[config.mk]
export PLATFORM = sky130hd
export DESIGN_NAME = evm_bytecode_instruction_splitter_flat
export DESIGN_NICKNAME = d
export VERILOG_FILES = /design/src/evmsp_pkg.sv /design/src/evmsp_byte_if.sv /design/src/evmsp_instr_if.sv /design/src/evmsp_decoder.sv /design/src/evmsp_out_reg.sv /design/src/evm_bytecode_instruction_splitter.sv /design/src/flat_wrapper.sv
export VERILOG_INCLUDE_DIRS = /design/src /design/src/src
export SDC_FILE = /design/constraint.sdc
export NUM_CORES = 1
export LEC_CHECK = 0
export BUFFER_PORTS_ARGS = -buffer_cell sky130_fd_sc_hd__buf_4
export CORE_AREA = 2 2 250 252
export CTS_CLUSTER_SIZE = 8
export DETAILED_ROUTE_END_ITERATION = 7
export DIE_AREA = 0 0 252 254
export GPL_ROUTABILITY_DRIVEN = 0
export PLACE_DENSITY = 0.7
export SYNTH_ARGS = -nofsm -noshare
export SYNTH_HDL_FRONTEND = slang
export SYNTH_SLANG_ARGS = --single-unit
[constraint.sdc]
create_clock -name clk -period 17.5 [get_ports clk]
set_input_delay 2.625 -clock clk [delete_from_list [all_inputs] [get_ports clk]]
set_output_delay 2.625 -clock clk [all_outputs]
set_load 0.01 [all_outputs]
[src/assert_macros.svh]
// Assertion helpers shared by the RTL files.
`ifndef ASSERT_MACROS_SVH
`define ASSERT_MACROS_SVH

// Property checked on every rising clock edge outside reset.
`define EVMSP_ASSERT(label, clk, rst_n, prop) \
	label: assert property (@(posedge clk) disable iff (!rst_n) (prop)) \
		else $error("evmsp assertion failed");

// Condition that must never be seen outside reset.
`define EVMSP_ASSERT_NEVER(label, clk, rst_n, cond) \
	label: assert property (@(posedge clk) disable iff (!rst_n) !(cond)) \
		else $error("evmsp forbidden condition seen");

`endif

[src/evmsp_pkg.sv]
// ----------------------------------------------------------------------------
// evmsp_pkg
// Types and constants of the EVM bytecode instruction splitter.
// ----------------------------------------------------------------------------
package evmsp_pkg;

	localparam int IMM_BYTES       = 32;
	localparam int NEED_BITS       = 6;
	localparam int POS_BITS        = 5;
	localparam int OFFSET_OUT_BITS = 24;

	localparam logic [7:0] OP_PUSH1  = 8'h60;
	localparam logic [7:0] OP_PUSH32 = 8'h7f;

	typedef struct packed {
		logic [7:0] code_byte;
		logic       end_of_code;
	} byte_item_t;

	typedef struct packed {
		logic [OFFSET_OUT_BITS-1:0] instr_offset;
		logic [7:0]                 opcode;
		logic [63:0]                imm_bits_255_192;
		logic [63:0]                imm_bits_191_128;
		logic [63:0]                imm_bits_127_64;
		logic [63:0]                imm_bits_63_0;
		logic                       final_instr;
	} instr_item_t;

endpackage

[src/evmsp_byte_if.sv]
// ----------------------------------------------------------------------------
// evmsp_byte_if
// Valid/ready channel carrying one bytecode byte per transfer.
// ----------------------------------------------------------------------------
interface evmsp_byte_if;
	logic                  valid;
	logic                  ready;
	evmsp_pkg::byte_item_t data;

	modport source (output valid, output data, input ready);
	modport sink (input valid, input data, output ready);
endinterface

[src/evmsp_instr_if.sv]
// ----------------------------------------------------------------------------
// evmsp_instr_if
// Valid/ready channel carrying one decoded instruction per transfer.
// ----------------------------------------------------------------------------
interface evmsp_instr_if;
	logic                   valid;
	logic                   ready;
	evmsp_pkg::instr_item_t data;

	modport source (output valid, output data, input ready);
	modport sink (input valid, input data, output ready);
endinterface

[src/evmsp_decoder.sv]
// ----------------------------------------------------------------------------
// evmsp_decoder
// Byte-level splitter state: offset counter, PUSH byte counter and the
// immediate accumulator. Produces at most one instruction per byte.
// ----------------------------------------------------------------------------
`include "assert_macros.svh"

module evmsp_decoder #(
	parameter int OFFSET_BITS = 24
) (
	input  logic                   clk,
	input  logic                   arst_n,
	evmsp_byte_if.sink             byte_in,
	input  logic                   can_take,
	output logic                   res_valid,
	output evmsp_pkg::instr_item_t res
);
	import evmsp_pkg::*;

	logic [OFFSET_BITS-1:0]        next_offset_q;
	logic [NEED_BITS-1:0]          needed_q;
	logic [IMM_BYTES-1:0][7:0]     acc_q;
	logic [7:0]                    held_op_q;
	logic [OFFSET_BITS-1:0]        held_off_q;

	logic                          fire;
	logic [7:0]                    b;
	logic                          last;
	logic [OFFSET_BITS-1:0]        bumped;
	logic                          is_push;
	logic [NEED_BITS-1:0]          push_len;
	logic                          collecting;
	logic [POS_BITS-1:0]           pos;
	logic [IMM_BYTES-1:0][7:0]     acc_ins;
	logic [IMM_BYTES-1:0][7:0]     imm_w;

	assign byte_in.ready = can_take;
	assign fire          = byte_in.valid && can_take;
	assign b             = byte_in.data.code_byte;
	assign last          = byte_in.data.end_of_code;

	always_comb begin
		bumped     = (&next_offset_q) ? next_offset_q : next_offset_q + 1'b1;
		is_push    = b inside {[OP_PUSH1:OP_PUSH32]};
		push_len   = {1'b0, b[POS_BITS-1:0]} + NEED_BITS'(1);
		collecting = needed_q != '0;
		pos        = POS_BITS'(needed_q - NEED_BITS'(1));
		// big-endian placement: the byte lands at lane (needed - 1)
		for (int j = 0; j < IMM_BYTES; j++) begin
			acc_ins[j] = acc_q[j] | ((pos == POS_BITS'(j)) ? b : 8'h00);
		end

		if (collecting) begin
			res_valid        = fire && ((pos == '0) || last);
			res.instr_offset = OFFSET_OUT_BITS'(held_off_q);
			res.opcode       = held_op_q;
			imm_w            = acc_ins;
		end else begin
			res_valid        = fire && (!is_push || last);
			res.instr_offset = OFFSET_OUT_BITS'(next_offset_q);
			res.opcode       = b;
			imm_w            = '0;
		end
		res.imm_bits_255_192 = imm_w[31:24];
		res.imm_bits_191_128 = imm_w[23:16];
		res.imm_bits_127_64  = imm_w[15:8];
		res.imm_bits_63_0    = imm_w[7:0];
		res.final_instr      = last;
	end

	always_ff @(posedge clk or negedge arst_n) begin
		if (!arst_n) begin
			next_offset_q <= '0;
			needed_q      <= '0;
			acc_q         <= '0;
			held_op_q     <= '0;
			held_off_q    <= '0;
		end else if (fire) begin
			next_offset_q <= last ? '0 : bumped;
			if (collecting) begin
				acc_q    <= last ? '0 : acc_ins;
				needed_q <= last ? '0 : {1'b0, pos};
			end else begin
				acc_q      <= '0;
				held_op_q  <= b;
				held_off_q <= next_offset_q;
				needed_q   <= (is_push && !last) ? push_len : '0;
			end
		end
	end

	`EVMSP_ASSERT_NEVER(a_needed_range, clk, arst_n, needed_q > NEED_BITS'(IMM_BYTES))
	`EVMSP_ASSERT(a_end_clears, clk, arst_n, (fire && last) |=> (next_offset_q == '0 && needed_q == '0))
	`EVMSP_ASSERT(a_push_done, clk, arst_n, (fire && collecting && pos == '0) |-> res_valid)

endmodule

[src/evmsp_out_reg.sv]
// ----------------------------------------------------------------------------
// evmsp_out_reg
// Result register between the decoder and the output channel.
// ----------------------------------------------------------------------------
`include "assert_macros.svh"

module evmsp_out_reg (
	input  logic                   clk,
	input  logic                   arst_n,
	input  logic                   res_valid,
	input  evmsp_pkg::instr_item_t res,
	output logic                   can_take,
	evmsp_instr_if.source          instr_out
);
	import evmsp_pkg::*;

	logic        valid_q;
	instr_item_t data_q;

	// register frees up in the same cycle its content is transferred
	assign can_take        = !valid_q || instr_out.ready;
	assign instr_out.valid = valid_q;
	assign instr_out.data  = data_q;

	always_ff @(posedge clk or negedge arst_n) begin
		if (!arst_n) begin
			valid_q <= 1'b0;
		end else if (can_take) begin
			valid_q <= res_valid;
		end
	end

	always_ff @(posedge clk) begin
		if (can_take && res_valid) begin
			data_q <= res;
		end
	end

	`EVMSP_ASSERT(a_no_drop, clk, arst_n, res_valid |-> can_take)
	`EVMSP_ASSERT(a_loaded, clk, arst_n, (res_valid && can_take) |=> valid_q)

endmodule

[src/evm_bytecode_instruction_splitter.sv]
// An instruction appears on instr_out in the cycle after the transfer of
// the byte that completes it (opcode byte, last immediate byte or final byte).
// Throughput: one code byte per cycle, limited only by the single result
// register; byte_in stalls only while that register holds an untaken result.
// Reset (arst_n low) clears the offset, the pending byte count, the immediate
// accumulator and the valid flag of the result register; its data is not reset.
// ----------------------------------------------------------------------------
// evm_bytecode_instruction_splitter
// Splits EVM bytecode into instructions with offset, opcode and PUSH immediate.
// ----------------------------------------------------------------------------
module evm_bytecode_instruction_splitter #(
	parameter int OFFSET_BITS = 24
) (
	input  logic          clk,
	input  logic          arst_n,
	evmsp_byte_if.sink    byte_in,
	evmsp_instr_if.source instr_out
);
	import evmsp_pkg::*;

	logic        can_take;
	logic        res_valid;
	instr_item_t res;

	evmsp_decoder #(
		.OFFSET_BITS (OFFSET_BITS)
	) u_decoder (
		.clk       (clk),
		.arst_n    (arst_n),
		.byte_in   (byte_in),
		.can_take  (can_take),
		.res_valid (res_valid),
		.res       (res)
	);

	evmsp_out_reg u_out_reg (
		.clk       (clk),
		.arst_n    (arst_n),
		.res_valid (res_valid),
		.res       (res),
		.can_take  (can_take),
		.instr_out (instr_out)
	);

endmodule
[src/flat_wrapper.sv]
// flat-port wrapper written by rule: the top's interface ports become plain ports
module evm_bytecode_instruction_splitter_flat import evmsp_pkg::*;
#(
	parameter int OFFSET_BITS = 24
)
  (clk, arst_n, byte_in_valid, byte_in_data, byte_in_ready, instr_out_valid, instr_out_data, instr_out_ready);
  evmsp_byte_if byte_in_i ();
  evmsp_instr_if instr_out_i ();
  input  logic clk;
  input  logic arst_n;
  input wire logic [$bits(byte_in_i.valid)-1:0] byte_in_valid;
  input wire logic [$bits(byte_in_i.data)-1:0] byte_in_data;
  output wire logic [$bits(byte_in_i.ready)-1:0] byte_in_ready;
  output wire logic [$bits(instr_out_i.valid)-1:0] instr_out_valid;
  output wire logic [$bits(instr_out_i.data)-1:0] instr_out_data;
  input wire logic [$bits(instr_out_i.ready)-1:0] instr_out_ready;
  assign byte_in_i.valid = byte_in_valid;
  assign byte_in_i.data = byte_in_data;
  assign byte_in_ready = byte_in_i.ready;
  assign instr_out_valid = instr_out_i.valid;
  assign instr_out_data = instr_out_i.data;
  assign instr_out_i.ready = instr_out_ready;
  evm_bytecode_instruction_splitter #(.OFFSET_BITS(OFFSET_BITS)) u_core (.clk(clk), .arst_n(arst_n), .byte_in(byte_in_i), .instr_out(instr_out_i));
endmodule
### After elaboration in Yosys (flattened, before gate mapping)

Cells that the tools add are included.

| cells by class | value |
|---|---|
| mux-type cells | 41 |
| reductions and logical operators | 17 |
| eq/ne operators | 32 |
| $lt $le $gt $ge | 2 |
| add/subtract/negate cells | 3 |
| bitwise logic cells | 33 |

Operators with widths:

| kind | number |
|---|---|
| $mux W256 | 2 |
| $mux W8 | 32 |
| $or A8 B8 Y8 | 32 |
| $eq A5 B5 Y1 const B | 16 |
| $mux W24 | 2 |
| $eq A5 B4 Y1 const B | 8 |
| $mux W32 | 1 |
| $add A24 B1 Y24 const B | 1 |
| $reduce_and A24 Y1 | 1 |
| $eq A5 B3 Y1 const B | 4 |
| $mux W6 | 2 |
| $eq A5 B2 Y1 const B | 2 |
| $ge A8 B7 Y1 const B | 1 |
| $le A8 B7 Y1 const B | 1 |
| $add A5 B1 Y6 const B | 1 |
| $logic_and A1 B1 Y1 | 6 |
| $reduce_bool A6 Y1 | 1 |
| $eq A5 B1 Y1 const B | 1 |
| $logic_not A5 Y1 | 1 |
| $mux W5 | 1 |
| $sub A5 B1 Y5 const B | 1 |
| $reduce_and A2 Y1 | 2 |
| $logic_not A1 Y1 | 3 |
| $logic_or A1 B1 Y1 | 3 |
| 3 further kinds | 3 |

| storage, ports and cells | value |
|---|---|
| register bits | 608 |
| output and inout bits | 291 |

### Logic depth before layout (Yosys ltp)

| depth | value |
|---|---|
| word-level depth | 7 |
| gate-level depth with buffers | 11 |

### Modules after synthesis

A second synthesis with hierarchy kept.

| second synthesis, totals | value |
|---|---|
| cell total of the unflattened synthesis | 2,055 |
| area total of the unflattened synthesis | 25,793.5 um2 |

Modules (own cells, without submodules):

| module | instances | seq. area each (um2) | cells each | area an instance (um2) |
|---|---|---|---|---|
| evmsp_decoder | 1 | 7,957.6 | 1,762 | 17,061.4 |
| evmsp_out_reg | 1 | 8,703.3 | 293 | 8,732.1 |

### Least setup slack after synthesis

Ideal clock, no wire load.

| timing | value |
|---|---|
| path type | input to register |
| start | in byte_in_data[0] |
| end | reg u_core.u_out_reg.data_q, in the netlist u_core.u_out_reg.instr_out.data[0], enable pin |
| arrival time | 17.472 ns |
| path slack | -1.007 ns |
| stages on the path | 5 |
| cells stage by stage | clkbuf_1 -> clkbuf_1 -> clkbuf_1 -> a21oi_1 -> a21oi_1 |

| on the way | value |
|---|---|
| longest elaborated chain between the ends | 4 |

RTL lines:

| item | line | text |
|---|---|---|
| from (decl) | flat_wrapper.sv:12 | `input wire logic [$bits(byte_in_i.data)-1:0] byte_in_data;` |
| $logic_or A1 B1 Y1, on equally long branches | evmsp_decoder.sv:59, evmsp_decoder.sv:54 |  |
| $logic_and A1 B1 Y1, on equally long branches | evmsp_decoder.sv:59, evmsp_decoder.sv:54 |  |
| $mux W1 * | evmsp_decoder.sv:53 | `if (collecting) begin` |
| $logic_and A1 B1 Y1 * | evmsp_out_reg.sv:34 | `if (can_take && res_valid) begin` |
| to (signal assigned) | evmsp_out_reg.sv:35 | `data_q <= res;` |
| to (decl) | evmsp_out_reg.sv:18 | `instr_item_t data_q;` |

Mark *: on every way between the ends. The rest lies on a longest branch, timed or not.
A chain may end at the register's enable or synchronous reset.

### Worst setup path in the final report

| timing | value |
|---|---|
| start | in instr_out_ready |
| end | out byte_in_ready |

| on the way | value |
|---|---|
| longest elaborated chain between the ends | 1 |

RTL lines:

| item | line | text |
|---|---|---|
| from (decl) | flat_wrapper.sv:16 | `input wire logic [$bits(instr_out_i.ready)-1:0] instr_out_ready;` |
| $logic_or A1 B1 Y1 | evmsp_out_reg.sv:21 | `assign can_take = !valid_q \|\| instr_out.ready;` |
| to (decl) | flat_wrapper.sv:13 | `output wire logic [$bits(byte_in_i.ready)-1:0] byte_in_ready;` |

Every way passes these cells.

==> results by group <==
Timing
  • Hold slack: between 0.4 and 0.5 ns
  • Final Max Tran Viols: 0
  • TNS Setup: 0 ns
  • Slew @ Worst Pin: between 1 and 1.5 ns
  • RSZ-0062 raised after global routing: no
  • Setup Skew: 0.0264 ns
  • Rel. slew slack: under 10%
  • Final setup viols: 0
  • Final period utilization: about a third
  • Tmin final: just over 6 ns
  • Final hold vios: 0
  • Maximum achievable frequency: around 160 MHz

Floorplanning
  • Die area: about 0.064 sq mm
  • Row count: 91
  • Vert. Die Dim: about 250 um
  • Die W: ~250 um
  • Io pins: just over 300
  • Starting density of the core: 39.6%
  • Core ar.: ~0.061 sq mm

Worst hold path
  • Hold_sp: u_core.u_decoder.acc_q[47]
  • WHS Endpoint: u_core.u_decoder.acc_q[47]
  • WHS Path Cells: 2
  • HP Class: register to register

Pwr
  • Clock network power share: between 30% and 40%
  • Switching Share: 33.9%
  • Power share of the sequential group: a little over two fifths
  • Lkg Pwr: 12.0 nW
  • Internal power: 3.06 mW
  • Comb pwr share: 24.9%
  • Peak VDD IR: roughly 0.10 mV
  • Sw Pwr: roughly 1.6 mW
  • Power density cells: roughly 160 mW/mm^2

Worst setup path
  • Crit-path cells: buf_4 > nor2b_1 > inv_1 > buf_4
  • Crit-path max FO: 6
  • CP Class: primary input to output pin
  • Crit-path max cell delay: 0.34 ns
  • Reg-to-reg startpoint: u_core.u_decoder.needed_q[0]
  • Most frequent CP cell: buf_4
  • FF-to-FF setup slack: ~13 ns
  • Cells on worst reg2reg path: 7
  • Startpoint types: primary input
  • Slowest CP cell: nor2b_1
  • Critical Path RT: 14.88 ns
  • Critical Path End Type: output pin
  • Crit path DAT: between 3 and 4 ns
  • R2R Path End: u_core.u_out_reg.instr_out.data[79]

Final layout
  • Layout cell share with drive strength beyond 1: 18.8%
  • Multi-input gate area: between 0.006 and 0.007 sq mm
  • Final net count: approximately 2400
  • FF+latch area: 0.0167 sq mm
  • Area Growth Syn to Fin: 21.9%
  • Layout fillers: between 5000 and 6000
  • Most common cell after layout, fill and taps aside: nand2_1
  • Antenna diode count: 0
  • Commonest cells after routing, fill and taps aside: nand2_1, o21ai_0, buf_4, dfrtp_1, edfxtp_1

Synthesis
  • Top_reg_cell synth: dfrtp_1
  • Async SR Flop Fraction: 52.5%
  • Number of synthesized flops with an enable pin: about 290
  • Yosys warnings: 0
  • Synthesized area: 0.0243 sq mm
  • Post-synthesis cell type count: 63
  • Synth Register Bits: 608
  • Syn_nets: ~2200
  • Syn Area/Cell: roughly 11 sq um
  • Post-Synthesis Cells: 2176
  • Seq/Total Area, Yosys: 68.6%

Clock tree
  • Post-CTS Setup Bufs: 0
  • CTS buffer count: 86
  • Clock tree from TritonCTS: built
  • H-Tree Depth: 3
  • Clk slew on worst S/H paths: about 0.050 ns
  • # clock sinks: between 600 and 700
  • CTS Root Cell: clkbuf_16
  • Clk_lat worst skew: between 0.6 and 0.7 ns
  • Clock Path Buffers: 3
  • PostCTS Resize Cnt: 0
  • CTS Hold Bufs: 0

Global route
  • All-layer global routing usage: 21.8%
  • Largest net degree at the start of global routing: roughly 170
  • Vias in the first global route: around 17000
  • First-pass GRT wire length: approximately 110 mm
  • Initial antenna violation count: 1
  • Grt total ovfl: 0

Detailed routing
  • Vias per Instance: about 5.5
  • Vias: ~18000
  • DRC: 0
  • WL/cell: around 22 um
  • Detailed-route wire length: between 70 and 80 mm
  • Antenna-violating nets left: 0
  • Drt first pass iters: 6
  • Iteration-0 DRC count of the detailed router: 2031

Job
  • Max-cap viol count: 0

Run status
  • Status: completed

Place
  • DP Wirelength: 42.5 mm
  • Port bufs: 303
-- cells by family after synthesis --
kind of cell | Yosys count | synth area share, %
AOI/OAI and AO/OA | 602 | 13.8
xor gates and xnor gates | 7 | 0.253
adders and majority gates | 8 | 0.412
buffers and inverters | 193 | 3.16
DFF | 608 | 68.6
muxes | 29 | 1.31
and+or+nand+nor | 729 | 12.5
-- power groups by stage --
stage | Sequential (mW) | Clock [mW] | Combinational [mW]
finish | 1.93 | 1.55 | 1.15
global route | 1.95 | 1.63 | 1.26
CTS | 1.93 | 1.57 | 1.16
detailed placement | 1.95 | 0 | 1.16
global placement | 1.94 | 0 | 1.13
floorplan | 2.01 | 0 | 0.593
-- registers in the layout, indices dropped and copies added, names as in the netlist --
register and cells:
u_core.u_decoder.needed_q 6, u_core.u_decoder.held_op_q 8, u_core.u_out_reg.instr_out.valid 1, u_core.u_out_reg.instr_out.data 289
u_core.u_decoder.acc_q 256, u_core.u_decoder.next_offset_q 24, u_core.u_decoder.held_off_q 24
-- through the flow --
stage	std cells	util [%]	power [mW]	setup WS (ns)	instance area, sq um
floorplan	2176	-	2.61	5.52	24300
global placement	3114	44.2	3.07	11.40	27100
detailed placement	3114	44.2	3.10	11.40	27100
CTS	3268	48.3	4.66	11.40	29600
global route	3268	48.3	4.84	11.35	29600
finish	3268	48.3	4.63	11.36	29600
-- synth_stat cells (all sizes together) (4+ instances only) --
cell	count	area [sq um]
nand2	589	2210
o21ai	482	2410
dfrtp	319	7980
edfxtp	289	8680
clkbuf	144	542
nor2	47	176
a22o	39	342
a31oi	33	206
buf	31	158
mux2	23	259
inv	18	67.6
a21oi	15	75.1
nand3	14	70.1
nor3	14	96.4
nand4	10	83.8
nor4	10	83.8
and2	8	50.1
ha	8	100
nor2b	7	43.8
mux2i	6	60.1
xnor2	6	52.6
a211o	5	43.8
or3	5	31.3
and3	4	25.0
nand2b	4	25.0
o22ai	4	25.0
o31ai	4	35.0
or4	4	30.0
-- layer usage --
| layer | track usage [%] | vias up | part of all wire [%] |
|---|---|---|---|
| met3 | 4.74 | 116 | 9.0 |
| met5 | 0 | - | 0 |
| met1 | 29.8 | 8976 | 41 |
| met4 | 8.37 | 0 | 2.8 |
| li1 | - | 8076 | - |
| met2 | 34.0 | 894 | 47 |
-- cell type report --
type | count | area share (%)
Sequential cell | 608 | 56.3
Multi-Input combinational cell | 1375 | 23.4
Timing Repair Buffer | 323 | 8.26
Clock buffer | 150 | 8.23
Tap cell | 790 | 3.34
Clock inverter | 4 | 0.254
Inverter | 18 | 0.228
-- how the worst max path moves through the flow --
stage,from,end,slack (ns),depth (start not counted)
6_report,instr_out_ready,byte_in_ready,11.36,4
5_1_grt,instr_out_ready,byte_in_ready,11.35,4
4_1_cts,instr_out_ready,byte_in_ready,11.40,4
3_5_place_dp,instr_out_ready,byte_in_ready,11.40,4
3_3_place_gp,instr_out_ready,byte_in_ready,11.40,4
2_1_floorplan,byte_in_data[0],u_core.u_out_reg.instr_out.data[0],5.52,5
-- critical path: cells and delay by family --
family | cells | cell delay, ns
and+or+nand+nor | 1 | 0.34
buffers and inverters | 3 | 0.54
(Power assumes the default switching activity.)
